`config.mk`:
```
export PLATFORM = sky130hd
export DESIGN_NAME = clock_page_replacement
export DESIGN_NICKNAME = d
export VERILOG_FILES = /design/src/rtl/cpr_pkg.sv /design/src/rtl/clock_page_replacement.sv /design/src/rtl/cpr_frame_table.sv /design/src/rtl/cpr_ctrl.sv
export SDC_FILE = /design/constraint.sdc
export NUM_CORES = 1
export LEC_CHECK = 0
export BUFFER_PORTS_ARGS = -buffer_cell sky130_fd_sc_hd__buf_2
export CORE_MARGIN = 2
export CORE_UTILIZATION = 45
export DETAILED_ROUTE_END_ITERATION = 8
export HOLD_SLACK_MARGIN = 0.03
export SLEW_MARGIN = 20
export SYNTH_ARGS = -nofsm -noshare
export SYNTH_HDL_FRONTEND = slang
export SYNTH_HIERARCHICAL = 1
export SYNTH_SLANG_ARGS = --single-unit
export TNS_END_PERCENT = 30
```
`constraint.sdc`:
```
create_clock -name clk -period 4.2 [get_ports clk]
set_input_delay 0 -clock clk [delete_from_list [all_inputs] [get_ports clk]]
set_output_delay 0 -clock clk [all_outputs]
set_load 0.05 [all_outputs]
```
`src/rtl/cpr_pkg.sv`:
```
// shared types and constants for the clock page replacement block
// no dependencies; imported by cpr_frame_table, cpr_ctrl and the top level
`default_nettype none

package cpr_pkg;

  localparam int FRAMES = 32;
  localparam int HAND_W = $clog2(FRAMES);
  localparam int FUNC_W = 3;
  localparam int IDX_W  = 5;
  localparam int IN_TDATA_W  = 8;
  localparam int OUT_TDATA_W = 8;

  // request codes on the input channel
  typedef enum logic [FUNC_W-1:0] {
    FN_REPLACE   = 3'd0,
    FN_REFERENCE = 3'd1,
    FN_DIRTY     = 3'd2,
    FN_CLEANED   = 3'd3,
    FN_RELEASE   = 3'd4
  } func_t;

  // frame table write commands
  typedef enum logic [2:0] {
    TBL_NONE,
    TBL_SET_VALID,
    TBL_SET_DIRTY,
    TBL_CLR_DIRTY,
    TBL_RELEASE,
    TBL_CLR_VALID,
    TBL_LOAD
  } tbl_cmd_t;

  typedef struct packed {
    tbl_cmd_t          cmd;
    logic [HAND_W-1:0] addr;
  } tbl_req_t;

  typedef struct packed {
    logic             is_replace;
    logic             writeback_needed;
    logic [IDX_W-1:0] victim_frame;
  } result_t;

  typedef enum logic [1:0] {
    ST_IDLE,
    ST_SCAN,
    ST_DONE
  } state_t;

endpackage

`default_nettype wire

```
`src/rtl/clock_page_replacement.sv`:
```
// clock page replacement (enhanced second chance) over FRAMES frames
//
// in_*  : one request per transfer. func 0 replaces, 1 references a frame,
//         2 marks it dirty, 3 marks it clean, 4 releases it; other codes
//         change nothing. every request gives exactly one result on out_*.
// out_* : victim frame (or echoed frame_index), write-back flag, replace flag.
// flow:    a frame event goes to ST_DONE, which moves its result into the
//          output register once that is free; the sequencer then returns
//          to idle and takes the next request. a replace first walks the
//          clock hand one frame per cycle through the single compare unit,
//          visiting 1 to 3*FRAMES+1 frames (the fourth pass always hits its
//          first frame), and then finishes through ST_DONE the same way.
// in_tready is high only while the sequencer is idle; a finished result
// sits in the output register, so the next request is taken while it waits.
// if the receiver stalls with a result held and another result is ready,
// the sequencer waits and in_tready stays low.
// reset (rst_n low, synchronous) clears all valid and dirty bits, the hand
// and the output valid.
// depends on cpr_pkg, cpr_frame_table and cpr_ctrl
`default_nettype none

module clock_page_replacement
  import cpr_pkg::*;
(
  input  wire logic                   clk,
  input  wire logic                   rst_n,
  input  wire logic                   in_tvalid,
  output logic                        in_tready,
  input  wire logic [IN_TDATA_W-1:0]  in_tdata,   // func[2:0], frame_index[7:3]
  output logic                        out_tvalid,
  input  wire logic                   out_tready,
  output logic [OUT_TDATA_W-1:0]      out_tdata   // victim_frame[4:0],
                                                  // writeback_needed[5],
                                                  // is_replace[6], zero[7]
);

  logic              out_valid_r;
  result_t           out_res_r;
  logic              out_free;
  logic              load_out;
  result_t           result;
  tbl_req_t          tbl_req;
  logic [HAND_W-1:0] rd_addr;
  logic              rd_valid;
  logic              rd_dirty;

  assign out_free = !out_valid_r || out_tready;

  cpr_ctrl u_ctrl (
    .clk      (clk),
    .rst_n    (rst_n),
    .in_valid (in_tvalid),
    .in_func  (in_tdata[2:0]),
    .in_idx   (in_tdata[7:3]),
    .in_ready (in_tready),
    .out_free (out_free),
    .load_out (load_out),
    .result   (result),
    .tbl_req  (tbl_req),
    .rd_addr  (rd_addr),
    .rd_valid (rd_valid),
    .rd_dirty (rd_dirty)
  );

  cpr_frame_table u_table (
    .clk      (clk),
    .rst_n    (rst_n),
    .req      (tbl_req),
    .rd_addr  (rd_addr),
    .rd_valid (rd_valid),
    .rd_dirty (rd_dirty)
  );

  always_ff @(posedge clk) begin
    if (!rst_n) begin
      out_valid_r <= 1'b0;
    end else if (load_out) begin
      out_valid_r <= 1'b1;
    end else if (out_tready) begin
      out_valid_r <= 1'b0;
    end
  end

  always_ff @(posedge clk) begin
    if (load_out) begin
      out_res_r <= result;
    end
  end

  assign out_tvalid = out_valid_r;
  assign out_tdata  = {1'b0, out_res_r.is_replace, out_res_r.writeback_needed,
                       out_res_r.victim_frame};

endmodule

`default_nettype wire

```
`src/rtl/cpr_frame_table.sv`:
```
// per-frame valid and dirty bits with one read port and one write command
// depends on cpr_pkg
`default_nettype none

module cpr_frame_table
  import cpr_pkg::*;
(
  input  wire logic              clk,
  input  wire logic              rst_n,
  input  wire tbl_req_t          req,
  input  wire logic [HAND_W-1:0] rd_addr,
  output logic                   rd_valid,
  output logic                   rd_dirty
);

  logic [FRAMES-1:0] valid_r, valid_nxt;
  logic [FRAMES-1:0] dirty_r, dirty_nxt;

  always_comb begin
    valid_nxt = valid_r;
    dirty_nxt = dirty_r;
    case (req.cmd)
      TBL_SET_VALID: valid_nxt[req.addr] = 1'b1;
      TBL_SET_DIRTY: dirty_nxt[req.addr] = 1'b1;
      TBL_CLR_DIRTY: dirty_nxt[req.addr] = 1'b0;
      TBL_RELEASE: begin
        valid_nxt[req.addr] = 1'b0;
        dirty_nxt[req.addr] = 1'b0;
      end
      TBL_CLR_VALID: valid_nxt[req.addr] = 1'b0;
      TBL_LOAD: begin
        valid_nxt[req.addr] = 1'b1;
        dirty_nxt[req.addr] = 1'b1;
      end
      default: ;
    endcase
  end

  always_ff @(posedge clk) begin
    if (!rst_n) begin
      valid_r <= '0;
      dirty_r <= '0;
    end else begin
      valid_r <= valid_nxt;
      dirty_r <= dirty_nxt;
    end
  end

  assign rd_valid = valid_r[rd_addr];
  assign rd_dirty = dirty_r[rd_addr];

endmodule

`default_nettype wire

```
`src/rtl/cpr_ctrl.sv`:
```
// sequencer: takes requests, walks the clock hand one frame per cycle on replace
// depends on cpr_pkg; drives cpr_frame_table through a tbl_req_t
`default_nettype none

module cpr_ctrl
  import cpr_pkg::*;
(
  input  wire logic              clk,
  input  wire logic              rst_n,
  input  wire logic              in_valid,
  input  wire logic [FUNC_W-1:0] in_func,
  input  wire logic [IDX_W-1:0]  in_idx,
  output logic                   in_ready,
  input  wire logic              out_free,
  output logic                   load_out,
  output result_t                result,
  output tbl_req_t               tbl_req,
  output logic [HAND_W-1:0]      rd_addr,
  input  wire logic              rd_valid,
  input  wire logic              rd_dirty
);

  localparam logic [HAND_W-1:0] LAST = HAND_W'(FRAMES - 1);

  state_t            state_r, state_nxt;
  logic [HAND_W-1:0] hand_r, hand_nxt;
  logic [HAND_W-1:0] step_r, step_nxt;
  logic [1:0]        pass_r, pass_nxt;
  result_t           res_r, res_nxt;

  logic accept;
  logic in_range;
  logic want_dirty;
  logic scan_hit;
  logic [HAND_W-1:0] hand_inc;

  assign in_ready   = (state_r == ST_IDLE);
  assign accept     = in_valid && in_ready;
  assign in_range   = 32'(in_idx) < 32'(FRAMES);
  assign want_dirty = pass_r[0];
  assign rd_addr    = hand_r;
  // compare unit shared by all passes
  assign scan_hit   = !rd_valid && (rd_dirty == want_dirty);
  assign hand_inc   = (hand_r == LAST) ? '0 : hand_r + 1'b1;
  assign result     = res_r;

  // next state
  always_comb begin
    state_nxt = state_r;
    unique case (state_r)
      ST_IDLE: begin
        if (in_valid) begin
          state_nxt = (in_func == FN_REPLACE) ? ST_SCAN : ST_DONE;
        end
      end
      ST_SCAN: begin
        if (scan_hit) begin
          state_nxt = ST_DONE;
        end
      end
      ST_DONE: begin
        if (out_free) begin
          state_nxt = ST_IDLE;
        end
      end
      default: state_nxt = ST_IDLE;
    endcase
  end

  // outputs and datapath
  always_comb begin
    tbl_req.cmd  = TBL_NONE;
    tbl_req.addr = hand_r;
    load_out     = 1'b0;
    hand_nxt     = hand_r;
    step_nxt     = step_r;
    pass_nxt     = pass_r;
    res_nxt      = res_r;
    unique case (state_r)
      ST_IDLE: begin
        if (accept) begin
          step_nxt                 = '0;
          pass_nxt                 = '0;
          res_nxt.victim_frame     = in_idx;
          res_nxt.writeback_needed = 1'b0;
          res_nxt.is_replace       = (in_func == FN_REPLACE);
          tbl_req.addr             = HAND_W'(in_idx);
          if (in_range) begin
            case (in_func)
              FN_REFERENCE: tbl_req.cmd = TBL_SET_VALID;
              FN_DIRTY:     tbl_req.cmd = TBL_SET_DIRTY;
              FN_CLEANED:   tbl_req.cmd = TBL_CLR_DIRTY;
              FN_RELEASE:   tbl_req.cmd = TBL_RELEASE;
              default:      tbl_req.cmd = TBL_NONE;
            endcase
          end
        end
      end
      ST_SCAN: begin
        hand_nxt = hand_inc;
        if (scan_hit) begin
          tbl_req.cmd              = TBL_LOAD;
          res_nxt.victim_frame     = IDX_W'(hand_r);
          res_nxt.writeback_needed = rd_dirty;
        end else begin
          if (want_dirty) begin
            tbl_req.cmd = TBL_CLR_VALID;
          end
          if (step_r == LAST) begin
            step_nxt = '0;
            pass_nxt = pass_r + 1'b1;
          end else begin
            step_nxt = step_r + 1'b1;
          end
        end
      end
      ST_DONE: begin
        load_out = out_free;
      end
      default: ;
    endcase
  end

  always_ff @(posedge clk) begin
    if (!rst_n) begin
      state_r <= ST_IDLE;
      hand_r  <= '0;
      step_r  <= '0;
      pass_r  <= '0;
    end else begin
      state_r <= state_nxt;
      hand_r  <= hand_nxt;
      step_r  <= step_nxt;
      pass_r  <= pass_nxt;
    end
  end

  always_ff @(posedge clk) begin
    res_r <= res_nxt;
  end

  a_replace_scans: assert property (@(posedge clk) disable iff (!rst_n)
    (accept && in_func == FN_REPLACE) |=> (state_r == ST_SCAN))
    else $error("replace request did not start a scan");

  a_event_no_scan: assert property (@(posedge clk) disable iff (!rst_n)
    (accept && in_func != FN_REPLACE) |=> (state_r == ST_DONE && !res_r.is_replace))
    else $error("frame event took the scan path");

  // after two passes every valid bit is clear, so pass four hits on its first frame
  a_scan_bound: assert property (@(posedge clk) disable iff (!rst_n)
    (state_r == ST_SCAN && pass_r == 2'd3 && step_r == LAST) |-> scan_hit)
    else $error("scan ran past four passes");

  a_hit_moves_hand: assert property (@(posedge clk) disable iff (!rst_n)
    (state_r == ST_SCAN && scan_hit) |=>
      (state_r == ST_DONE && res_r.is_replace && hand_r == $past(hand_inc)))
    else $error("victim found but hand or result wrong");

endmodule

`default_nettype wire
```
# Word level (Yosys, flattened, before mapping)
# Index checks and enable logic that the tools add are counted.
classes:
  n_addsub: 3
  order_cmp: 3
  eq_ne: 21
  n_mux: 34
  n_bitwise: 5
  reduce_logical: 21
ops:
  columns: ["operator", "count"]
  rows:
  - ["$pmux W32 S2", 2]
  - ["$and A32 B32 Y32", 2]
  - ["$or A32 B32 Y32", 2]
  - ["$not A32 Y32", 1]
  - ["$mux W5", 5]
  - ["$mux W2", 7]
  - ["$eq A3 B2 Y1 const B", 4]
  - ["$eq A3 B3 Y1 const B", 4]
  - ["$lt A5 B6 Y1 const B", 2]
  - ["$mux W6", 2]
  - ["$pmux W3 S4", 1]
  - ["$pmux W6 S2", 1]
  - ["$add A5 B1 Y5 const B", 2]
  - ["$bmux W1 S5", 2]
  - ["$eq A5 B5 Y1 const B", 2]
  - ["$pmux W5 S2", 1]
  - ["$reduce_and A3 Y1", 3]
  - ["$mux W8", 1]
  - ["$reduce_bool A2 Y1", 4]
  - ["$reduce_or A2 Y1", 4]
  - ["$eq A3 B1 Y1 const B", 2]
  - ["$mux W1", 6]
  - ["$mux W3", 2]
  - ["$ne A2 B1 Y1 const B", 3]
  - ["other kinds (17)", 22]
totals:
  ff_bits: 93
  out_inout_bits: 10
  elab_cells: 100

# Logic depth before layout (Yosys ltp)
# Gate-level depths: netlist of run 1.
depth:
  ltp_word: 11
  mapped_depth: 16

# Hierarchy
# The synthesis of run 1 kept the hierarchy.
by_module_without_submodules:
  columns: ["module", "n_inst", "cells_each", "area_each_um2"]
  rows:
  - ["cpr_frame_table", 1, 411, 3427.0]
  - ["cpr_ctrl", 1, 124, 1123.6]
  - ["clock_page_replacement", 1, 13, 270.3]

# Worst setup path before layout of run 1
# OpenSTA, ideal clock, no wires.
synth_path:
  kind: "register -> register"
  startpoint: "register u_ctrl.hand_r[1], in the netlist u_ctrl/rd_addr[1]"
  endpoint: "register with a tool-made name"
  setup_ns: 0.115
  arrival_time_ns: 2.867
  setup_slack_ns: 1.218
  path_stages_with_launch: 16
  path_buffers: 4
  synth_period_minus_slack_ns: 2.982
  cell_sequence: "dfxtp_1 -> buf_6 -> buf_6 -> buf_6 -> mux2i_1 -> a22oi_1 -> a31oi_1 -> o311ai_1 -> xor2_2 -> or2_2 -> a21oi_1 -> o21ai_1 -> buf_2 -> o21ai_1 -> o21ai_1 -> and2_1"
synth_lines:
  columns: ["element", "line_no", "rtl"]
  rows:
  - ["start: declaration", "cpr_ctrl.sv:26", "logic [HAND_W-1:0] hand_r, hand_nxt;"]
  - ["start signal: assignment", "cpr_ctrl.sv:132", "hand_r <= hand_nxt;"]

==> results of run 1 <==
[power groups by stage]
stage | Combinational, mW | Sequential, mW | Clock, mW
2_1_floorplan | 0.132 | 0.948 | 0
3_3_place_gp | 0.187 | 0.936 | 0
6_report | 0.196 | 0.915 | 0.585
5_1_grt | 0.213 | 0.918 | 0.646
3_5_place_dp | 0.189 | 0.936 | 0
4_1_cts | 0.196 | 0.916 | 0.601
[stage by stage]
| step | instance area [µm²] | std cells | utilization, % | total power [mW] |
|---|---|---|---|---|
| 2_1_floorplan | 4821 | 548 | - | 1.080 |
| 4_1_cts | 5204 | 697 | 50.18 | 1.712 |
| 5_1_grt | 5211 | 697 | 50.25 | 1.776 |
| 6_report | 5211 | 697 | 50.25 | 1.697 |
| 3_5_place_dp | 4941 | 673 | 47.65 | 1.125 |
| 3_3_place_gp | 4941 | 673 | 47.65 | 1.123 |
[placed cells by master, fill, tap and decap left out, types with 4 or more instances in the layout]
cell type	synthesis	routed
nand2_1	39	39
edfxtp_1	14	14
nor3_1	5	5
clkbuf_8	0	9
a22oi_1	14	14
buf_2	15	19
and2_1	36	36
a31oi_1	35	35
o21ai_0	12	12
mux2i_1	35	34
nor2b_1	12	12
dfxtp_1	78	77
nand2_2	21	21
buf_4	7	16
dlygate4sd3_1	0	8
nor2_1	36	36
nand2b_1	6	6
a21oi_1	6	6
o21ai_1	93	92
a21boi_0	4	4
mux2_2	5	5
ha_1	4	4
[critical path, cell delays in order (launching register included)]
cell and delay (ns):
dfxtp_1 0.57, nor2b_1 0.61, a22oi_1 0.17, and4b_1 0.21, a31oi_1 0.14, o311ai_1 0.21, nand2b_1 0.24, or2_2 0.30
a21oi_1 0.32, nand2b_1 0.16, buf_4 0.36, o21ai_0 0.15, nor2_1 0.15
[what timing repair did]
action,in CTS,in global routing
setup buffers,0,0
hold buffers,8,0
resized for setup,0,0
hold endpoints to repair,8,0
[layout make-up]
cell class,count,area [µm²]
repair buffers,44,315.3
fillers,1002,5159
well taps,136,170.2
clock inverters,5,51.30
flip-flops and latches,92,1983
clock buffers,11,131.4
multi-input cells,405,2545
inverters,4,15.01
[metal layers]
metal,part of all wire (%),wire length (µm),vias up,GRT usage [%]
li1,-,-,1968,-
met1,46,5384,1855,28.74
met2,47,5513,112,35.09
met3,5.0,577,13,3.148
met4,1.2,141,0,6.685
met5,0,0,-,0
[cells by family after synthesis]
| group | Yosys count | share of synthesized area (%) |
|---|---|---|
| AOI/OAI and AO/OA | 174 | 20.82 |
| muxes | 40 | 8.435 |
| adders and majority gates | 4 | 1.038 |
| buffers and inverters | 51 | 6.359 |
| DFF | 92 | 41.11 |
| other | 1 | 0.07779 |
| xor gates and xnor gates | 1 | 0.3375 |
| and+or+nand+nor | 185 | 21.83 |
[final timing paths]
check / end / slack, ns / start
worst max-delay path: flop / 0.52 / u_ctrl/rd_addr[0]
worst min-delay path: u_ctrl/state_r[1] / 0.14 / in_tvalid
worst max register to register: flop / 0.52 / u_ctrl/rd_addr[0]
worst min register to register: out_tdata[0] / 0.43 / u_ctrl/result[0]
==> flow_summary.yaml, run 1 <==
synthesis:
  syn_avg_cell_area_um2: 8.797
  ys_warn_count: 6
  synth_top_area_cell: "dfxtp_1"
  synth.most_common_cell: "o21ai_1"
  yosys_register_bits: 92
  async_flop_share_pct: 0
  seq_area_frac_synth_pct: 41.11
  syn_area_um2: 4821
  yosys.area.top_type_share_pct: 32.39
  syn_inst: 548
  synth_edf_count: 14
  synth_common_cells: "o21ai_1, dfxtp_1, nand2_1"
  synthTopCellsByArea: "dfxtp_1, o21ai_1, edfxtp_1, mux2i_1, and2_1"
  syn-num-nets: 564
  synth_ff_type: "dfxtp_1"
  ys_types: 53
sta:
  slew_headroom_pct: 43.21
  setup-violations-final: 0
  fmax_mhz: 272.1
  layout_min_cycle_time_ns: 3.675
  fin_crit_sh_pct: 87.51
  whs_ns: 0.1421
  tightestPinTransition_ns: 0.8518
  drv_slew: 0
  final_hold_viol_count: 0
  finalClockSkew_ns: 0.01050
  setup_ws_ns: 0.5247
  rsz0062_at_grt: "no"
  finalSetupTns_ns: 0
global_route:
  grt_util_all_layers_pct: 21.29
  grt_pass1_wl_um: 19300
  grt_pass1_vias: 3779
  overflow: 0
  grt_max_degree: 80
  antenna_found_initial: 0
floorplan:
  die_h_um: 107.5
  core_area_um2: 10370
  die_width_um: 107.5
  die_area_um2: 11560
  initial_utilization_pct: 46.49
  io_pins: 22
  row_count: 37
placement:
  hpwl_um: 7437
  place.gp.congestion: 0.7979
  port_buffers: 20
  dp_slack_ns: 0.6016
clocking:
  clock_latency_ns: 0.36
  cts_htree_levels: 3
  clkSinkCount: 92
  clockBufferDepth: 2
  cts_tree: "done"
  clk_pin_slew_ns: 0.09
  cts-root-buf: "clkbuf_8"
  cts_buffers: 9
power:
  clkPwrFrac_pct: 34.5
  swShare_pct: 26.87
  power_frac_seq_pct: 53.9
  p_comb_share_pct: 11.6
  p_int_mw: 1.241
  power_density_nw_per_um2: 325.6
  p_leak_nw: 1.794
  ir_drop_uv: 141.0
  p_sw_mw: 0.4559
worst_setup_path:
  r2r_cells: 12
  critical_path_arrival_ns: 3.97
  critPathRequiredTime_ns: 4.49
  worstSetupEndpointType: "flop"
  critPathKind: "reg2reg"
  crit_fanout: 32
  start_kind: "flop"
drt:
  first_pass_iters: 5
  totalWireLength_um: 11620
  drt-initial-drc-count: 238
  drc: 0
  detail_route.vias_per_cell: 5.664
  ant_nets: 0
  vias: 3948
  wire_per_inst_um: 16.67
layout:
  diodes: 0
  drive_above_1_share_pct: 16.58
  nets: 572
  syn_to_final_growth_pct: 8.098
outcome:
  status: "finished clean"
flow_run:
  maxCapViolCount: 0
worst_hold_path:
  hp-class: "in2reg"
  min_path_cells: 3
No activity file was read; power rests on OpenSTA's default activity.
==> inputs of run 2 (changes only) <==
- CORE_MARGIN: 2 -> default
==> flow_summary.yaml, run 2 (same netlist as run 1, synthesis figures left out) <==
clocking:
  clkSinkCount: 92
  clock_latency_ns: 0.37
  cts_buffers: 9
  cts.repair.resized: 0
  clk_pin_slew_ns: 0.10
  cts_tree: "done"
  cts-root-buf: "clkbuf_8"
  clockBufferDepth: 2
  cts_htree_levels: 3
floorplan:
  initial_utilization_pct: 46.49
  die_area_um2: 11130
  die_h_um: 105.5
  io_pins: 22
  row_count: 37
  die_width_um: 105.5
  core_area_um2: 10370
worst_setup_path:
  critical_path_arrival_ns: 4.02
  critPathKind: "reg2reg"
  crit_fanout: 16
  r2r-start: "u_ctrl/rd_addr[2]"
  critical-path-max-stage-delay_ns: 0.59
  crit_top_cell: "o21ai_1"
  crit_chain: "nor2b_1 > a22oi_1 > and4b_1 > a31oi_1 > o311ai_1 > xor2_2 > or2_2 > a21oi_1 > o21ai_2 > buf_4 > o21ai_1 > o21ai_1 > and2_1"
  start_kind: "flop"
  r2r_slack_ns: 0.44
  worstSetupEndpointType: "flop"
  critPathRequiredTime_ns: 4.46
  critPathSlowestCell: "nor2b_1"
  r2r_cells: 13
worst_hold_path:
  hp-class: "in2reg"
  hp-start: "in_tvalid"
  hold_end: "u_ctrl/state_r[1]"
  min_path_cells: 3
global_route:
  grt_max_degree: 80
  grt_pass1_wl_um: 19420
  grt_use_met2_pct: 35.95
  antenna_found_initial: 0
  use_met1_pct: 29.83
  overflow: 0
  grt_use_met3_pct: 5.318
  grt_util_all_layers_pct: 22.29
  top_usage_layer: "met2"
  grt_pass1_vias: 3714
power:
  total_power_mw: 1.788
  power_density_nw_per_um2: 341.5
  p_leak_nw: 1.797
  ir_drop_uv: 158.5
sta:
  fmax_mhz: 266.0
  setup-violations-final: 0
  tightestPinTransition_ns: 1.009
  slew_headroom_pct: 32.60
  finalClockSkew_ns: 0.01401
  final_hold_viol_count: 0
  rsz0062_at_grt: "no"
  fin_crit_sh_pct: 89.51
  drv_slew: 0
  finalSetupTns_ns: 0
  layout_min_cycle_time_ns: 3.759
drt:
  detail_route.vias_per_cell: 5.676
  wire_per_inst_um: 16.90
  drc: 0
  totalWireLength_um: 11780
  first_pass_iters: 5
  drt-initial-drc-count: 258
  ant_nets: 0
  vias: 3956
placement:
  port_buffers: 20
  hpwl_um: 7472
  place.gp.congestion: 0.8306
layout:
  nets: 572
  diodes: 0
  fill_cells: 1010
  layout_common_cells: "o21ai_1, dfxtp_1, nand2_1, nor2_1, and2_1"
  final_common_cell: "o21ai_1"
  drive_above_1_share_pct: 16.58
  syn_to_final_growth_pct: 8.617
flow_run:
  maxCapViolCount: 0
outcome:
  status: "finished clean"
-- run 2: cell types whose count changed in the layout (fill, tap and decap cells not counted), sizes merged --
cell,before,now
clkinvlp,0,2
inv,5,4
clkinv,3,2
clkbuf,11,10
bufinv,1,2
-- run 2: metal layers --
| layer | part of all wire (%) | vias to the layer above |
|---|---|---|
| li1 | - | 1960 |
| met1 | 48 | 1878 |
| met2 | 45 | 107 |
| met3 | 6.1 | 11 |
| met4 | 1.3 | 0 |
| met5 | 0 | - |
-- run 2: worst max-delay path by stage --
stage / from / endpoint / slack (ns) / depth (start not counted)
finish: u_ctrl/rd_addr[2] / flop / 0.44 / 13
global route: u_ctrl/rd_addr[2] / flop / 0.19 / 13
detailed placement: u_ctrl/rd_addr[2] / flop / 0.48 / 13
CTS: u_ctrl/rd_addr[2] / flop / 0.45 / 13
global placement: u_ctrl/rd_addr[2] / flop / 0.57 / 13
floorplan: u_ctrl/rd_addr[1] / flop / 1.22 / 15
-- run 2: stage by stage --
stage	instance area (µm²)	worst slack, ns	hold WS, ns	utilization [%]	instances
floorplan	4821	1.218	0.1502	-	548
global placement	4928	0.5683	0.2926	47.53	673
detailed placement	4928	0.4819	0.2983	47.53	673
CTS	5234	0.4513	0.1218	50.47	697
global route	5236	0.1869	0.1519	50.49	697
finish	5236	0.4405	0.1448	50.49	697
-- run 2: cell type report --
class / instances / area [µm²] / area share (%)
Clock buffer: 10 / 137.6 / 2.628
Inverter: 4 / 15.01 / 0.2867
Tap cell: 136 / 170.2 / 3.250
Timing Repair Buffer: 44 / 302.8 / 5.783
Multi-Input combinational cell: 405 / 2540 / 48.51
Clock inverter: 6 / 87.58 / 1.673
Sequential cell: 92 / 1983 / 37.87
-- run 2: worst max-delay path: cells and delay by family, from the launching register on --
| family | cells | cell delay [ns] |
|---|---|---|
| simple gates | 4 | 1.33 |
| xor+xnor | 1 | 0.25 |
| compound gates | 7 | 1.29 |
| buf+inv | 1 | 0.22 |
| flops | 1 | 0.53 |
-- run 2: timing repair --
| item | 4_1_cts | 5_1_grt |
|---|---|---|
| endpoints found under the hold margin | 8 | 0 |
| buffers inserted | 0 | 0 |
| endpoints found under the setup margin | 0 | 0 |
| hold buffers | 8 | 0 |
-- run 2: power by group --
| part | internal, mW | switching [mW] |
|---|---|---|
| combinational | 0.0586 | 0.139 |
| clock | 0.351 | 0.325 |
| sequential | 0.908 | 0.00672 |
